--- src/hw/rtl/cdf_pkg.sv ---
// ----------------------------------------------------------------------------
// cdf_pkg
// shared types, tap tables and constants of the cascaded decimating fir
// ----------------------------------------------------------------------------
package cdf_pkg;

    localparam int COEF_W = 18;   // q1.17 rom width
    localparam int ROM_FRAC = 17;
    localparam int CNT_W = 7;     // window fill count width

    // filter selection codes
    localparam logic [1:0] SEL_A = 2'd0;  // 13-tap first stage
    localparam logic [1:0] SEL_B = 2'd1;  // 65-tap second stage
    localparam logic [1:0] SEL_C = 2'd2;  // 61-tap single stage

    localparam logic [CNT_W-1:0] TAPS_A = 7'd13;
    localparam logic [CNT_W-1:0] TAPS_B = 7'd65;
    localparam logic [CNT_W-1:0] TAPS_C = 7'd61;

    localparam logic signed [COEF_W-1:0] ROM_A [7] = '{
        18'sd282, 18'sd1367, -18'sd1355, -18'sd7771, 18'sd2869, 18'sd39216, 18'sd61920
    };
    localparam logic signed [COEF_W-1:0] ROM_B [33] = '{
        18'sd67, -18'sd45, -18'sd111, 18'sd4, 18'sd170, 18'sd50, -18'sd251, -18'sd180,
        18'sd296, 18'sd371, -18'sd280, -18'sd631, 18'sd145, 18'sd918, 18'sd153,
        -18'sd1177, -18'sd653, 18'sd1316, 18'sd1364, -18'sd1221, -18'sd2267, 18'sd753,
        18'sd3305, 18'sd263, -18'sd4387, -18'sd2087, 18'sd5402, 18'sd5293, -18'sd6234,
        -18'sd11953, 18'sd6780, 18'sd41049, 18'sd58566
    };
    localparam logic signed [COEF_W-1:0] ROM_C [31] = '{
        -18'sd72, 18'sd63, 18'sd157, 18'sd18, -18'sd216, -18'sd103, 18'sd299, 18'sd287,
        -18'sd316, -18'sd542, 18'sd228, 18'sd851, 18'sd29, -18'sd1151, -18'sd500,
        18'sd1351, 18'sd1208, -18'sd1323, -18'sd2137, 18'sd916, 18'sd3230, 18'sd58,
        -18'sd4390, -18'sd1871, 18'sd5491, 18'sd5103, -18'sd6401, -18'sd11823,
        18'sd7001, 18'sd41002, 18'sd58325
    };

    // mac control from the sequencer
    typedef struct packed {
        logic clear;
        logic data_valid;
    } mac_ctrl_t;

    // result of one window count update
    typedef struct packed {
        logic [CNT_W-1:0] cnt;
        logic             phase;
        logic             emit;
    } stage_upd_t;

    function automatic logic [CNT_W-1:0] taps_of(input logic [1:0] sel);
        logic [CNT_W-1:0] t;
        case (sel)
            SEL_A:   t = TAPS_A;
            SEL_B:   t = TAPS_B;
            default: t = TAPS_C;
        endcase
        return t;
    endfunction

    // half-table lookup of a symmetric filter, i is the tap position
    function automatic logic signed [COEF_W-1:0] coef_of(input logic [1:0] sel,
                                                        input logic [CNT_W-1:0] i);
        logic [CNT_W-1:0] taps;
        logic [CNT_W-1:0] half;
        logic [CNT_W-1:0] k;
        logic signed [COEF_W-1:0] c;
        taps = taps_of(sel);
        half = (taps + 7'd1) >> 1;
        k = (i < half) ? i : (taps - 7'd1 - i);
        c = '0;
        case (sel)
            SEL_A:   if (k < 7'd7)  c = ROM_A[k[2:0]];
            SEL_B:   if (k < 7'd33) c = ROM_B[k[5:0]];
            default: if (k < 7'd31) c = ROM_C[k[4:0]];
        endcase
        return c;
    endfunction

endpackage

--- src/hw/rtl/cascaded_decimating_fir_core.sv ---
// ----------------------------------------------------------------------------
// cascaded_decimating_fir_core
// multistage decimating low-pass fir on one shared mac and window rams
// ----------------------------------------------------------------------------
// sequencing: a word that completes a stage window runs that stage through
//   mac, drain and round over n taps (n = tap count capped at the window
//   depth): 13, then 65 if the second stage fires, in mode 0, or 61 in mode 1;
//   a word that fires no stage leaves the sequencer idle; a new word is taken
//   only in idle, and later while a finished word waits on a stalled output word
// reset: asynchronous active low, clears counts, phases, mode and out valid;
//   window rams are not cleared, counts keep unwritten entries unread
// ----------------------------------------------------------------------------
module cascaded_decimating_fir_core #(
    parameter int SAMPLE_WIDTH = 24,
    parameter int COEFF_FRAC_BITS = 17,
    parameter int WINDOW_DEPTH = 65
) (
    input  logic                           clk,
    input  logic                           rst_n,
    input  logic                           in_valid,
    output logic                           in_ready,
    input  logic signed [SAMPLE_WIDTH-1:0] sample_in,
    input  logic                           block_start,
    output logic                           out_valid,
    input  logic                           out_ready,
    output logic signed [SAMPLE_WIDTH-1:0] sample_out,
    input  logic                           cfg_we,
    input  logic                           cfg_wdata
);

    localparam int PTR_W = $clog2(WINDOW_DEPTH);
    localparam int EXT_W = PTR_W + 2;
    localparam int CNT_W = cdf_pkg::CNT_W;

    // sequencer states
    localparam logic [1:0] ST_IDLE  = 2'd0;
    localparam logic [1:0] ST_MAC   = 2'd1;  // issue one tap per cycle
    localparam logic [1:0] ST_DRAIN = 2'd2;  // let the mac pipe empty
    localparam logic [1:0] ST_ROUND = 2'd3;  // hand result on

    logic [1:0]              state_reg, state_next;
    logic                    band_mode_reg;
    logic [CNT_W-1:0]        cnt1_reg, cnt1_next, cnt2_reg, cnt2_next;
    logic                    ph1_reg, ph1_next, ph2_reg, ph2_next;
    logic [PTR_W-1:0]        wp1_reg, wp1_next, wp2_reg, wp2_next;
    logic [PTR_W-1:0]        rd_ptr_reg, rd_ptr_next;
    logic [CNT_W-1:0]        idx_reg, idx_next;
    logic [CNT_W-1:0]        n_reg, n_next;
    logic                    stage2_reg, stage2_next;
    logic                    rd_valid_reg, rd_valid_next;
    logic signed [cdf_pkg::COEF_W-1:0] coef_reg, coef_next;
    logic                    out_valid_reg, out_valid_next;
    logic [SAMPLE_WIDTH-1:0] out_data_reg, out_data_next;

    logic                    in_acc;
    logic [1:0]              sel_cur;
    logic [1:0]              sel1;
    logic [CNT_W-1:0]        n1, n2;
    logic [CNT_W-1:0]        c1, c2;
    logic                    p1, p2;
    logic [PTR_W-1:0]        wp1_inc, wp2_inc;
    cdf_pkg::stage_upd_t     upd1, upd2;
    logic                    ram1_we, ram2_we;
    logic [SAMPLE_WIDTH-1:0] ram1_rdata, ram2_rdata;
    logic signed [SAMPLE_WIDTH-1:0] mac_sample;
    logic signed [SAMPLE_WIDTH-1:0] mac_result;
    logic                    mac_busy;
    cdf_pkg::mac_ctrl_t      mac_ctrl;
    logic                    mac_clear;

    // tap count capped by window depth
    function automatic logic [CNT_W-1:0] cap_taps(input logic [CNT_W-1:0] taps);
        return (WINDOW_DEPTH < int'(taps)) ? CNT_W'(WINDOW_DEPTH) : taps;
    endfunction

    // circular increment of a window pointer
    function automatic logic [PTR_W-1:0] ptr_inc(input logic [PTR_W-1:0] p);
        return (p == PTR_W'(WINDOW_DEPTH - 1)) ? '0 : p + PTR_W'(1);
    endfunction

    // oldest of the n newest entries, newest sits at wp
    function automatic logic [PTR_W-1:0] oldest(input logic [PTR_W-1:0] wp,
                                                input logic [CNT_W-1:0] n);
        logic [EXT_W-1:0] w;
        logic [EXT_W-1:0] nm1;
        w   = EXT_W'(wp);
        nm1 = EXT_W'(n) - EXT_W'(1);
        return (w >= nm1) ? PTR_W'(w - nm1) : PTR_W'(w + EXT_W'(WINDOW_DEPTH) - nm1);
    endfunction

    // fill count and decimation phase, emits on full window then every second word
    function automatic cdf_pkg::stage_upd_t stage_step(input logic [CNT_W-1:0] cnt,
                                                        input logic ph,
                                                        input logic [CNT_W-1:0] n);
        cdf_pkg::stage_upd_t u;
        u.cnt   = cnt;
        u.phase = ph;
        u.emit  = 1'b0;
        if (cnt < n)
        begin
            u.cnt = cnt + CNT_W'(1);
            if (u.cnt == n)
            begin
                u.phase = 1'b0;
                u.emit  = 1'b1;
            end
        end
        else
        begin
            u.phase = ~ph;
            u.emit  = ph;
        end
        return u;
    endfunction

    assign in_ready = (state_reg == ST_IDLE);
    assign in_acc   = in_valid && in_ready;

    // first stage filter depends on mode, second stage always the 65-tap filter, capped at the window depth
    assign sel1    = band_mode_reg ? cdf_pkg::SEL_C : cdf_pkg::SEL_A;
    assign sel_cur = stage2_reg ? cdf_pkg::SEL_B : sel1;
    assign n1      = cap_taps(cdf_pkg::taps_of(sel1));
    assign n2      = cap_taps(cdf_pkg::TAPS_B);

    // block start clears both stages before the word is taken in
    assign c1 = block_start ? '0 : cnt1_reg;
    assign p1 = block_start ? 1'b0 : ph1_reg;
    assign c2 = block_start ? '0 : cnt2_reg;
    assign p2 = block_start ? 1'b0 : ph2_reg;

    assign wp1_inc = ptr_inc(wp1_reg);
    assign wp2_inc = ptr_inc(wp2_reg);
    assign upd1    = stage_step(c1, p1, n1);
    assign upd2    = stage_step(cnt2_reg, ph2_reg, n2);

    always_comb
    begin
        state_next     = state_reg;
        cnt1_next      = cnt1_reg;
        cnt2_next      = cnt2_reg;
        ph1_next       = ph1_reg;
        ph2_next       = ph2_reg;
        wp1_next       = wp1_reg;
        wp2_next       = wp2_reg;
        rd_ptr_next    = rd_ptr_reg;
        idx_next       = idx_reg;
        n_next         = n_reg;
        stage2_next    = stage2_reg;
        rd_valid_next  = 1'b0;
        coef_next      = coef_reg;
        out_valid_next = out_valid_reg && !out_ready;
        out_data_next  = out_data_reg;
        ram1_we        = 1'b0;
        ram2_we        = 1'b0;
        mac_clear      = 1'b0;

        case (state_reg)
            ST_IDLE:
            begin
                if (in_acc)
                begin
                    ram1_we   = 1'b1;
                    wp1_next  = wp1_inc;
                    cnt1_next = upd1.cnt;
                    ph1_next  = upd1.phase;
                    cnt2_next = c2;
                    ph2_next  = p2;
                    if (upd1.emit)
                    begin
                        mac_clear   = 1'b1;
                        n_next      = n1;
                        idx_next    = '0;
                        rd_ptr_next = oldest(wp1_inc, n1);
                        stage2_next = 1'b0;
                        state_next  = ST_MAC;
                    end
                end
            end
            ST_MAC:
            begin
                rd_valid_next = 1'b1;
                coef_next     = cdf_pkg::coef_of(sel_cur, idx_reg);
                rd_ptr_next   = ptr_inc(rd_ptr_reg);
                idx_next      = idx_reg + CNT_W'(1);
                if (idx_reg == n_reg - CNT_W'(1))
                begin
                    state_next = ST_DRAIN;
                end
            end
            ST_DRAIN:
            begin
                if (!rd_valid_reg && !mac_busy)
                begin
                    state_next = ST_ROUND;
                end
            end
            ST_ROUND:
            begin
                if (!stage2_reg && !band_mode_reg)
                begin
                    // pass first stage output into the second window
                    ram2_we   = 1'b1;
                    wp2_next  = wp2_inc;
                    cnt2_next = upd2.cnt;
                    ph2_next  = upd2.phase;
                    if (upd2.emit)
                    begin
                        mac_clear   = 1'b1;
                        n_next      = n2;
                        idx_next    = '0;
                        rd_ptr_next = oldest(wp2_inc, n2);
                        stage2_next = 1'b1;
                        state_next  = ST_MAC;
                    end
                    else
                    begin
                        state_next = ST_IDLE;
                    end
                end
                else if (!out_valid_reg || out_ready)
                begin
                    out_valid_next = 1'b1;
                    out_data_next  = mac_result;
                    state_next     = ST_IDLE;
                end
            end
            default:
            begin
                state_next = ST_IDLE;
            end
        endcase
    end

    always_ff @(posedge clk or negedge rst_n)
    begin
        if (!rst_n)
        begin
            state_reg     <= ST_IDLE;
            band_mode_reg <= 1'b0;
            cnt1_reg      <= '0;
            cnt2_reg      <= '0;
            ph1_reg       <= 1'b0;
            ph2_reg       <= 1'b0;
            wp1_reg       <= '0;
            wp2_reg       <= '0;
            rd_valid_reg  <= 1'b0;
            out_valid_reg <= 1'b0;
            stage2_reg    <= 1'b0;
        end
        else
        begin
            state_reg     <= state_next;
            if (cfg_we)
            begin
                band_mode_reg <= cfg_wdata;
            end
            cnt1_reg      <= cnt1_next;
            cnt2_reg      <= cnt2_next;
            ph1_reg       <= ph1_next;
            ph2_reg       <= ph2_next;
            wp1_reg       <= wp1_next;
            wp2_reg       <= wp2_next;
            rd_valid_reg  <= rd_valid_next;
            out_valid_reg <= out_valid_next;
            stage2_reg    <= stage2_next;
        end
    end

    // datapath registers
    always_ff @(posedge clk)
    begin
        rd_ptr_reg   <= rd_ptr_next;
        idx_reg      <= idx_next;
        n_reg        <= n_next;
        coef_reg     <= coef_next;
        out_data_reg <= out_data_next;
    end

    // first window, written by input words
    cdf_ram #(
        .WIDTH(SAMPLE_WIDTH),
        .DEPTH(WINDOW_DEPTH)
    ) u_win1 (
        .clk  (clk),
        .we   (ram1_we),
        .waddr(wp1_inc),
        .wdata(sample_in),
        .raddr(rd_ptr_reg),
        .rdata(ram1_rdata)
    );

    // second window, written by first stage results
    cdf_ram #(
        .WIDTH(SAMPLE_WIDTH),
        .DEPTH(WINDOW_DEPTH)
    ) u_win2 (
        .clk  (clk),
        .we   (ram2_we),
        .waddr(wp2_inc),
        .wdata(mac_result),
        .raddr(rd_ptr_reg),
        .rdata(ram2_rdata)
    );

    assign mac_sample          = stage2_reg ? ram2_rdata : ram1_rdata;
    assign mac_ctrl.clear      = mac_clear;
    assign mac_ctrl.data_valid = rd_valid_reg;

    cdf_mac #(
        .SAMPLE_WIDTH(SAMPLE_WIDTH),
        .COEFF_FRAC_BITS(COEFF_FRAC_BITS)
    ) u_mac (
        .clk     (clk),
        .rst_n   (rst_n),
        .ctrl    (mac_ctrl),
        .sample  (mac_sample),
        .coef_q17(coef_reg),
        .busy    (mac_busy),
        .result  (mac_result)
    );

    assign out_valid  = out_valid_reg;
    assign sample_out = out_data_reg;

endmodule

--- src/hw/rtl/cdf_ram.sv ---
// ----------------------------------------------------------------------------
// cdf_ram
// generic simple dual-port ram, one write and one registered read
// ----------------------------------------------------------------------------
module cdf_ram #(
    parameter int WIDTH = 24,
    parameter int DEPTH = 65
) (
    input  logic                     clk,
    input  logic                     we,
    input  logic [$clog2(DEPTH)-1:0] waddr,
    input  logic [WIDTH-1:0]         wdata,
    input  logic [$clog2(DEPTH)-1:0] raddr,
    output logic [WIDTH-1:0]         rdata
);

    logic [WIDTH-1:0] mem [DEPTH];
    logic [WIDTH-1:0] rdata_reg;

    always_ff @(posedge clk)
    begin
        if (we)
        begin
            mem[waddr] <= wdata;
        end
        rdata_reg <= mem[raddr];
    end

    assign rdata = rdata_reg;

endmodule

--- src/hw/rtl/cdf_mac.sv ---
// ----------------------------------------------------------------------------
// cdf_mac
// shared multiply-accumulate unit with round and saturate of the sum
// ----------------------------------------------------------------------------
module cdf_mac #(
    parameter int SAMPLE_WIDTH = 24,
    parameter int COEFF_FRAC_BITS = 17
) (
    input  logic                                 clk,
    input  logic                                 rst_n,
    input  cdf_pkg::mac_ctrl_t                   ctrl,
    input  logic signed [SAMPLE_WIDTH-1:0]       sample,
    input  logic signed [cdf_pkg::COEF_W-1:0]    coef_q17,
    output logic                                 busy,
    output logic signed [SAMPLE_WIDTH-1:0]       result
);

    localparam int SH_UP = (COEFF_FRAC_BITS >= cdf_pkg::ROM_FRAC) ?
                           COEFF_FRAC_BITS - cdf_pkg::ROM_FRAC : 0;
    localparam int SH_DN = (COEFF_FRAC_BITS < cdf_pkg::ROM_FRAC) ?
                           cdf_pkg::ROM_FRAC - COEFF_FRAC_BITS : 0;
    localparam int CW = cdf_pkg::COEF_W + SH_UP;
    localparam int PROD_W = SAMPLE_WIDTH + CW;
    localparam int ACC_W = PROD_W + 8;
    localparam int RW = cdf_pkg::COEF_W + 1;

    logic signed [RW-1:0]     coef_rnd;
    logic signed [CW-1:0]     coef_scaled;
    logic signed [PROD_W-1:0] prod_reg;
    logic                     prod_valid_reg;
    logic signed [ACC_W-1:0]  acc_reg;
    logic signed [ACC_W-1:0]  acc_sum;
    logic signed [ACC_W-1:0]  acc_shr;
    logic signed [ACC_W-1:0]  sat_hi;
    logic signed [ACC_W-1:0]  sat_lo;

    // coefficient rescale: exact left shift or round-half-up right shift
    always_comb
    begin
        coef_rnd = RW'(coef_q17) + RW'((1 << SH_DN) >> 1);
        if (SH_DN == 0)
        begin
            coef_scaled = CW'(coef_q17) <<< SH_UP;
        end
        else
        begin
            coef_scaled = CW'(coef_rnd >>> SH_DN);
        end
    end

    always_ff @(posedge clk or negedge rst_n)
    begin
        if (!rst_n)
        begin
            prod_valid_reg <= 1'b0;
        end
        else
        begin
            prod_valid_reg <= ctrl.data_valid;
        end
    end

    always_ff @(posedge clk)
    begin
        prod_reg <= PROD_W'(sample) * PROD_W'(coef_scaled);
        if (ctrl.clear)
        begin
            acc_reg <= '0;
        end
        else if (prod_valid_reg)
        begin
            acc_reg <= acc_reg + ACC_W'(prod_reg);
        end
    end

    // round half up, floor shift, saturate
    always_comb
    begin
        acc_sum = acc_reg + (ACC_W'(1) <<< (COEFF_FRAC_BITS - 1));
        acc_shr = acc_sum >>> COEFF_FRAC_BITS;
        sat_hi  = (ACC_W'(1) <<< (SAMPLE_WIDTH - 1)) - ACC_W'(1);
        sat_lo  = -(ACC_W'(1) <<< (SAMPLE_WIDTH - 1));
        if (acc_shr > sat_hi)
        begin
            result = SAMPLE_WIDTH'(sat_hi);
        end
        else if (acc_shr < sat_lo)
        begin
            result = SAMPLE_WIDTH'(sat_lo);
        end
        else
        begin
            result = SAMPLE_WIDTH'(acc_shr);
        end
    end

    assign busy = prod_valid_reg;

endmodule

--- config.mk ---
export PLATFORM = sky130hd
export DESIGN_NAME = cascaded_decimating_fir_core
export DESIGN_NICKNAME = d
export VERILOG_FILES = /design/src/hw/rtl/cdf_pkg.sv /design/src/hw/rtl/cascaded_decimating_fir_core.sv /design/src/hw/rtl/cdf_ram.sv /design/src/hw/rtl/cdf_mac.sv
export SDC_FILE = /design/constraint.sdc
export NUM_CORES = 2
export LEC_CHECK = 0
export ABC_CLOCK_PERIOD_IN_PS = 9400
export BUFFER_PORTS_ARGS = -buffer_cell sky130_fd_sc_hd__buf_2
export CORE_MARGIN = 4
export CORE_UTILIZATION = 50
export DETAILED_ROUTE_END_ITERATION = 12
export PLACE_DENSITY = 0.68
export SKIP_LAST_GASP = 1
export SLEW_MARGIN = 20
export SYNTH_ARGS = -nofsm -noshare
export SYNTH_HDL_FRONTEND = slang
export SYNTH_SLANG_ARGS = --single-unit
--- constraint.sdc ---
create_clock -name clk -period 9.4 [get_ports clk]
set_input_delay 0.94 -clock clk [delete_from_list [all_inputs] [get_ports clk]]
set_output_delay 0.94 -clock clk [all_outputs]
set_load 0.01 [all_outputs]
# [Word level (Yosys, flattened, before mapping)]
# Memory sizes are Yosys's and may differ from the RTL's. A register that Yosys moved wholly into a read port is not among the register bits.
# Cells that the tools add are included.
[word_totals] ff_bits=192 input_bits=31 output_inout_bits=26 rom_bits=1872 ram_bits=3120 memories=5
[classes] n_mul=1 n_bitwise=6 order_cmp=14 eq_ne=21 n_reduce_logical=24 muxes=86 addsub=19
[mem_list] memory="u_win1.mem" words=65 width=24 read_ports=1 rd_clocked_by_memory_dff=1 wr=1 line_no="cdf_ram.sv:17" text="logic [WIDTH-1:0] mem [DEPTH];"
[mem_list] memory="u_win2.mem" words=65 width=24 read_ports=1 rd_clocked_by_memory_dff=1 wr=1 line_no="cdf_ram.sv:17"
[mem_list] memory="(no name shown)" words=64 width=18 read_ports=1 rd_clocked_by_memory_dff=0 wr=0 line_no="cdf_pkg.sv:74" text="SEL_B: if (k < 7'd33) c = ROM_B[k[5:0]];"
[mem_list] memory="(no name shown)" words=32 width=18 read_ports=1 rd_clocked_by_memory_dff=0 wr=0 line_no="cdf_pkg.sv:75" text="default: if (k < 7'd31) c = ROM_C[k[4:0]];"
[mem_list] memory="(no name shown)" words=8 width=18 read_ports=1 rd_clocked_by_memory_dff=0 wr=0 line_no="cdf_pkg.sv:73" text="SEL_A: if (k < 7'd7) c = ROM_A[k[2:0]];"
[ops] operator="7-bit two-way mux" count=26
[ops] operator="18-bit two-way mux" count=9
[ops] operator="24-bit two-way mux" count=3
[ops] operator="7-bit one-hot mux with 2 select lines" count=4
[ops] operator="50-bit by 18-bit adder with 50-bit output, second input constant" count=1
[ops] operator="50-bit by 42-bit adder with 50-bit output" count=1
[ops] operator="7-bit by 1-bit adder with 7-bit output, second input constant" count=7
[ops] operator="24-bit by 18-bit multiplier with 42-bit output" count=1
[ops] operator="7-bit one-hot mux with 3 select lines" count=2
[ops] operator="18-bit one-hot mux with 2 select lines" count=1
[ops] operator="33-bit by 24-bit greater-than comparator with 1-bit output, second input constant" count=1
[ops] operator="33-bit by 24-bit < comparator with 1-bit output, second input constant" count=1
[ops] operator="7-bit equality test, second input constant" count=4
[ops] operator="1-bit two-way mux" count=25
[ops] operator="5-bit AND reduction" count=5
[ops] operator="2-bit two-way mux" count=12
[ops] operator="7-bit subtractor" count=3
[ops] operator="7-bit adder, second input constant" count=2
[ops] operator="7-bit equality test" count=2
[ops] operator="7-bit greater-or-equal comparator, second input constant" count=2
[ops] operator="7-bit by 1-bit subtractor with 7-bit output, second input constant" count=2
[ops] operator="7-bit subtractor, second input constant" count=2
[ops] operator="2-bit inequality test, second input constant" count=5
[ops] operator="7-bit by 9-bit greater-or-equal comparator with 1-bit output" count=1
[ops] operator="other kinds (28)" count=49

# [Longest topological paths before layout]
[logic_depth] ltp_word=14 depth_mapped=29 depth_no_buf=25

# [Hierarchy]
# A second synthesis with hierarchy kept.
[unflattened] hier_cells=9337 hier_area_um2=151133.7
[by_module_without_submodules] module="cdf_ram" seq_area_each_um2=47325.4 area_per_inst_um2=60758.3 cells_each=2952 n_inst=2
[by_module_without_submodules] module="cdf_mac" seq_area_each_um2=1866.8 area_per_inst_um2=21864.7 cells_each=2548 n_inst=1
[by_module_without_submodules] module="cascaded_decimating_fir_core" seq_area_each_um2=2642.5 area_per_inst_um2=7752.4 cells_each=885 n_inst=1

# [Worst setup path before layout]
# OpenSTA, ideal clock, no wires.
[synth_timing] path_type="reg2reg" from="reg stage2_reg" to="reg u_mac.prod_reg[41]" arrival_time_ns=7.353 stages_incl_launch_ff=29 n_path_buf=4 slack_ns=1.974 setup_ns=0.072 required_time_ns=9.328 cell_sequence="dfrtp_1 -> clkbuf_1 -> buf_1 -> clkbuf_1 -> mux2_2 -> buf_1 -> nand2_1 -> fa_1 -> inv_1 -> fa_1 -> inv_1 -> fa_1 -> inv_1 -> fa_1 -> fa_1 -> inv_1 -> fa_1 -> inv_1 -> ha_1 -> a21oi_1 -> o211ai_1 -> o21ai_0 -> nand3_1 -> o21a_1 -> o41a_1 -> a2111oi_0 -> o21bai_1 -> a21oi_1 -> xnor2_1"
[synth_between] elab_chain_len=2
[synth_rtl] item="start: declaration" line_no="cascaded_decimating_fir_core.sv:49" text="logic stage2_reg, stage2_next;"
[synth_rtl] item="start signal: assignment" line_no="cascaded_decimating_fir_core.sv:265" text="stage2_reg <= stage2_next;"
[synth_rtl] item="24-bit two-way mux" line_no="cascaded_decimating_fir_core.sv:305" text="assign mac_sample = stage2_reg ? ram2_rdata : ram1_rdata;"
[synth_rtl] item="24-bit by 18-bit multiplier with 42-bit output" line_no="cdf_mac.sv:65" text="prod_reg <= PROD_W'(sample) * PROD_W'(coef_scaled);"
[synth_rtl] item="end signal: assignment" line_no="cdf_mac.sv:65"
[synth_rtl] item="end: declaration" line_no="cdf_mac.sv:29" text="logic signed [PROD_W-1:0] prod_reg;"
# No other way between the ends.
# A chain may end at the register's enable or synchronous reset.

# [Worst setup path after layout]
[layout_timing] from="reg stage2_reg" to="reg u_mac.prod_reg[40]"
# Same word-level chain as after synthesis.

==> out/results.ini <==
[sta]
worst_pin_slew_ns=1.23
min_period_ns=8.32
hold_viol_final=0
fmax_mhz=120
fin_skew_ns=0.0617
rsz0062_at_grt=no
fin_crit_sh_pct=88.6
maxSlewHeadroom_pct=17.9
setup_violations=0
fin_setup_tns_ns=0
slew_viol_final=0

[drt]
via_count=76600
first_pass_iters=5
routed_wl_mm=373
drcViolationCount=0
via_per_inst=6.19
detail_route.wl_per_cell_um=30.1
dr.first_iter.drc_count=9469
antenna_left=0

[worst_setup_path]
timing_worst_setup_path_type=reg2reg
endpoint=u_mac.prod_reg[40]$_DFF_P_
r2r_end=u_mac.prod_reg[40]$_DFF_P_
r2r_start=stage2_reg$_DFFE_PN0P_
crit_arrival_ns=9.13
worst-path-max-fanout=23
crit_start=stage2_reg$_DFFE_PN0P_
crit_path_end_kind=register
rrSetupSlack_ns=1.08
reg2regPathDepth=24
required_ns=10.21
startpoint_type=register

[floorplan]
core_area_mm2=0.295
die_area_mm2=0.305
start_util_pct=50.3
ioPinCount=57
num_rows=199
die_w_um=552
die_y_um=552

[status]
status=complete, no violations

[synthesis]
synth_edf_count=3178
yosysSeqAreaShare_pct=66.9
syn_avg_cell_area_um2=18.6
syn_nets=8631
synth-seq-cells=3355
async_flop_share_pct=1.10
yosysUniqueCellTypes=82
syn_area_mm2=0.148
synth-main-ff-cell=edfxtp_1
ys_warn_count=0
synthCells=7970

[finish]
drive_gt1_share_pct=23.5
fin_nets=8847
nFillCells=21800
area_growth_pct=11.8
multi_input_area_mm2=0.0463
ff_latch_area_mm2=0.0992

[grt]
grt_usage_pct=24.3
grt_max_degree=147
grt_pass1_wl_mm=545
antenna_found_initial=42
grt_pass1_vias=78200
grt_overflow=0

[flow_run]
cap_viol_max_count=0

[clock_network]
cts.root.buffer_cell=clkbuf_16
htree_levels=5
cts_tree=done
cts_hold_buf=0
postCtsSetupBuffers=0
clockBufferDepth=4
clk-insertion-delay-late_ns=0.93
cts_resized=0
clock_sinks=3355
clk_pin_slew_ns=0.06
cts_buffers=342

[min_path]
hold_class=in2async

[placement]
hpwlAfterDp_mm=216
place.gp.congestion=0.882
io_buffers=56

==> placed cells by master, fill, tap and decap left out, drive strengths merged, types with 32 or more instances in the layout <==
| master | instances |
|---|---|
| edfxtp | 3178 |
| mux4 | 1008 |
| inv | 579 |
| nand2 | 437 |
| fa | 428 |
| clkbuf | 420 |
| nor2 | 344 |
| buf | 255 |
| ha | 202 |
| o21ai | 154 |
| and2 | 144 |
| clkinv | 143 |
| dfxtp | 140 |
| a21oi | 130 |
| xnor2 | 97 |
| nand3 | 79 |
| mux2 | 72 |
| xor2 | 57 |
| a21o | 45 |
| a31oi | 38 |
| dfrtp | 37 |
| nor3 | 34 |
| bufinv | 32 |
==> cell families (layout without fill, tap and decap cells) <==
family / after synthesis / in the layout / share of synthesized area [%]
AOI/OAI and AO/OA: 581 / 581 / 2.54
xor gates and xnor gates: 154 / 154 / 0.910
adders and majority gates: 630 / 630 / 7.49
buffers and inverters: 952 / 1437 / 2.43
DFF: 3355 / 3355 / 66.9
muxes: 1107 / 1107 / 16.1
other: 0 / 17 / 0
and+or+nand+nor: 1191 / 1191 / 3.65
==> synth_stat cells (11+ instances only) <==
library cell	number	area share [%]
edfxtp_1	3178	64
mux4_2	1008	15
inv_1	566	1.4
nand2_1	437	1.1
fa_1	428	5.8
nor2_1	344	0.87
clkbuf_1	274	0.69
ha_1	202	1.7
o21ai_0	153	0.52
and2_1	143	0.60
dfxtp_1	140	1.9
a21oi_1	129	0.44
xnor2_1	97	0.57
buf_1	85	0.22
nand3_1	79	0.27
mux2_2	72	0.55
xor2_1	57	0.34
a21o_1	45	0.23
a31oi_1	38	0.16
dfrtp_1	37	0.62
nor3_1	33	0.11
nand2b_1	28	0.12
mux2i_1	27	0.18
and3_1	26	0.11
nor2b_1	26	0.11
o21a_1	26	0.13
buf_2	23	0.078
nand4_1	18	0.076
a211oi_1	17	0.086
o22ai_1	15	0.063
o31ai_1	14	0.071
o211ai_1	13	0.066
nor4_1	12	0.051
o21bai_1	11	0.056
o221ai_1	11	0.065
==> layout make-up <==
cell class,instances,share of cell area [%]
diodes,17,0.0257
well taps,3919,2.96
clock inverters,193,1.17
repair buffers,255,1.31
flip-flops and latches,3355,59.9
inverters,569,1.29
clock buffers,420,5.43
multi-input cells,3663,27.9
==> routing by layer <==
layer	vias up	share of wire [%]	track usage, %
li1	31500	-	-
met1	40800	40	34.9
met2	3666	48	38.6
met3	632	8.9	4.52
met4	16	3.2	7.05
met5	-	0.028	0
==> through the flow <==
stage / hold slack [ns] / setup slack, ns / instance area, µm² / util [%] / cells
6_report: 0.0618 / 1.08 / 166000 / 56.2 / 12400
5_1_grt: 0.0702 / 0.736 / 166000 / 56.2 / 12400
4_1_cts: 0.194 / 1.09 / 165000 / 56.1 / 12400
3_5_place_dp: 0.363 / 1.15 / 154000 / 52.4 / 11800
3_3_place_gp: 0.357 / 1.29 / 154000 / 52.4 / 11700
2_1_floorplan: 0.349 / 1.97 / 148000 / - / 7970
==> worst max-delay path, cell delays in order (launching register included) <==
cell,delay [ns]
dfrtp_1,0.98
buf_4,0.39
mux2_2,0.54
and2_1,0.25
fa_1,0.54
inv_1,0.05
fa_1,0.45
fa_1,0.53
inv_1,0.06
fa_1,0.49
fa_1,0.49
inv_1,0.05
fa_1,0.48
inv_1,0.04
ha_1,0.34
a21o_1,0.21
a21oi_1,0.20
o21ai_0,0.20
a32o_1,0.30
o21a_1,0.23
o41a_1,0.39
a2111oi_0,0.50
o21bai_1,0.14
a21oi_1,0.21
xnor2_1,0.14
==> worst min-delay path by stage <==
stage,startpoint,endpoint,slack [ns],cells past startpoint
final,rst_n,rd_valid_reg$_DFF_PN0_,0.06,1
after global placement,rd_valid_reg$_DFF_PN0_,u_mac.busy$_DFF_PN0_,0.36,0
after detailed placement,rd_valid_reg$_DFF_PN0_,u_mac.busy$_DFF_PN0_,0.36,0
after CTS,rst_n,out_valid$_DFF_PN0_,0.19,1
after global routing,rst_n,u_mac.busy$_DFF_PN0_,0.07,1
after floorplan,rd_valid_reg$_DFF_PN0_,u_mac.busy$_DFF_PN0_,0.35,0
Power is not shown: default switching activity piles up to over one toggle a cycle in this logic, so the estimate is an artifact.
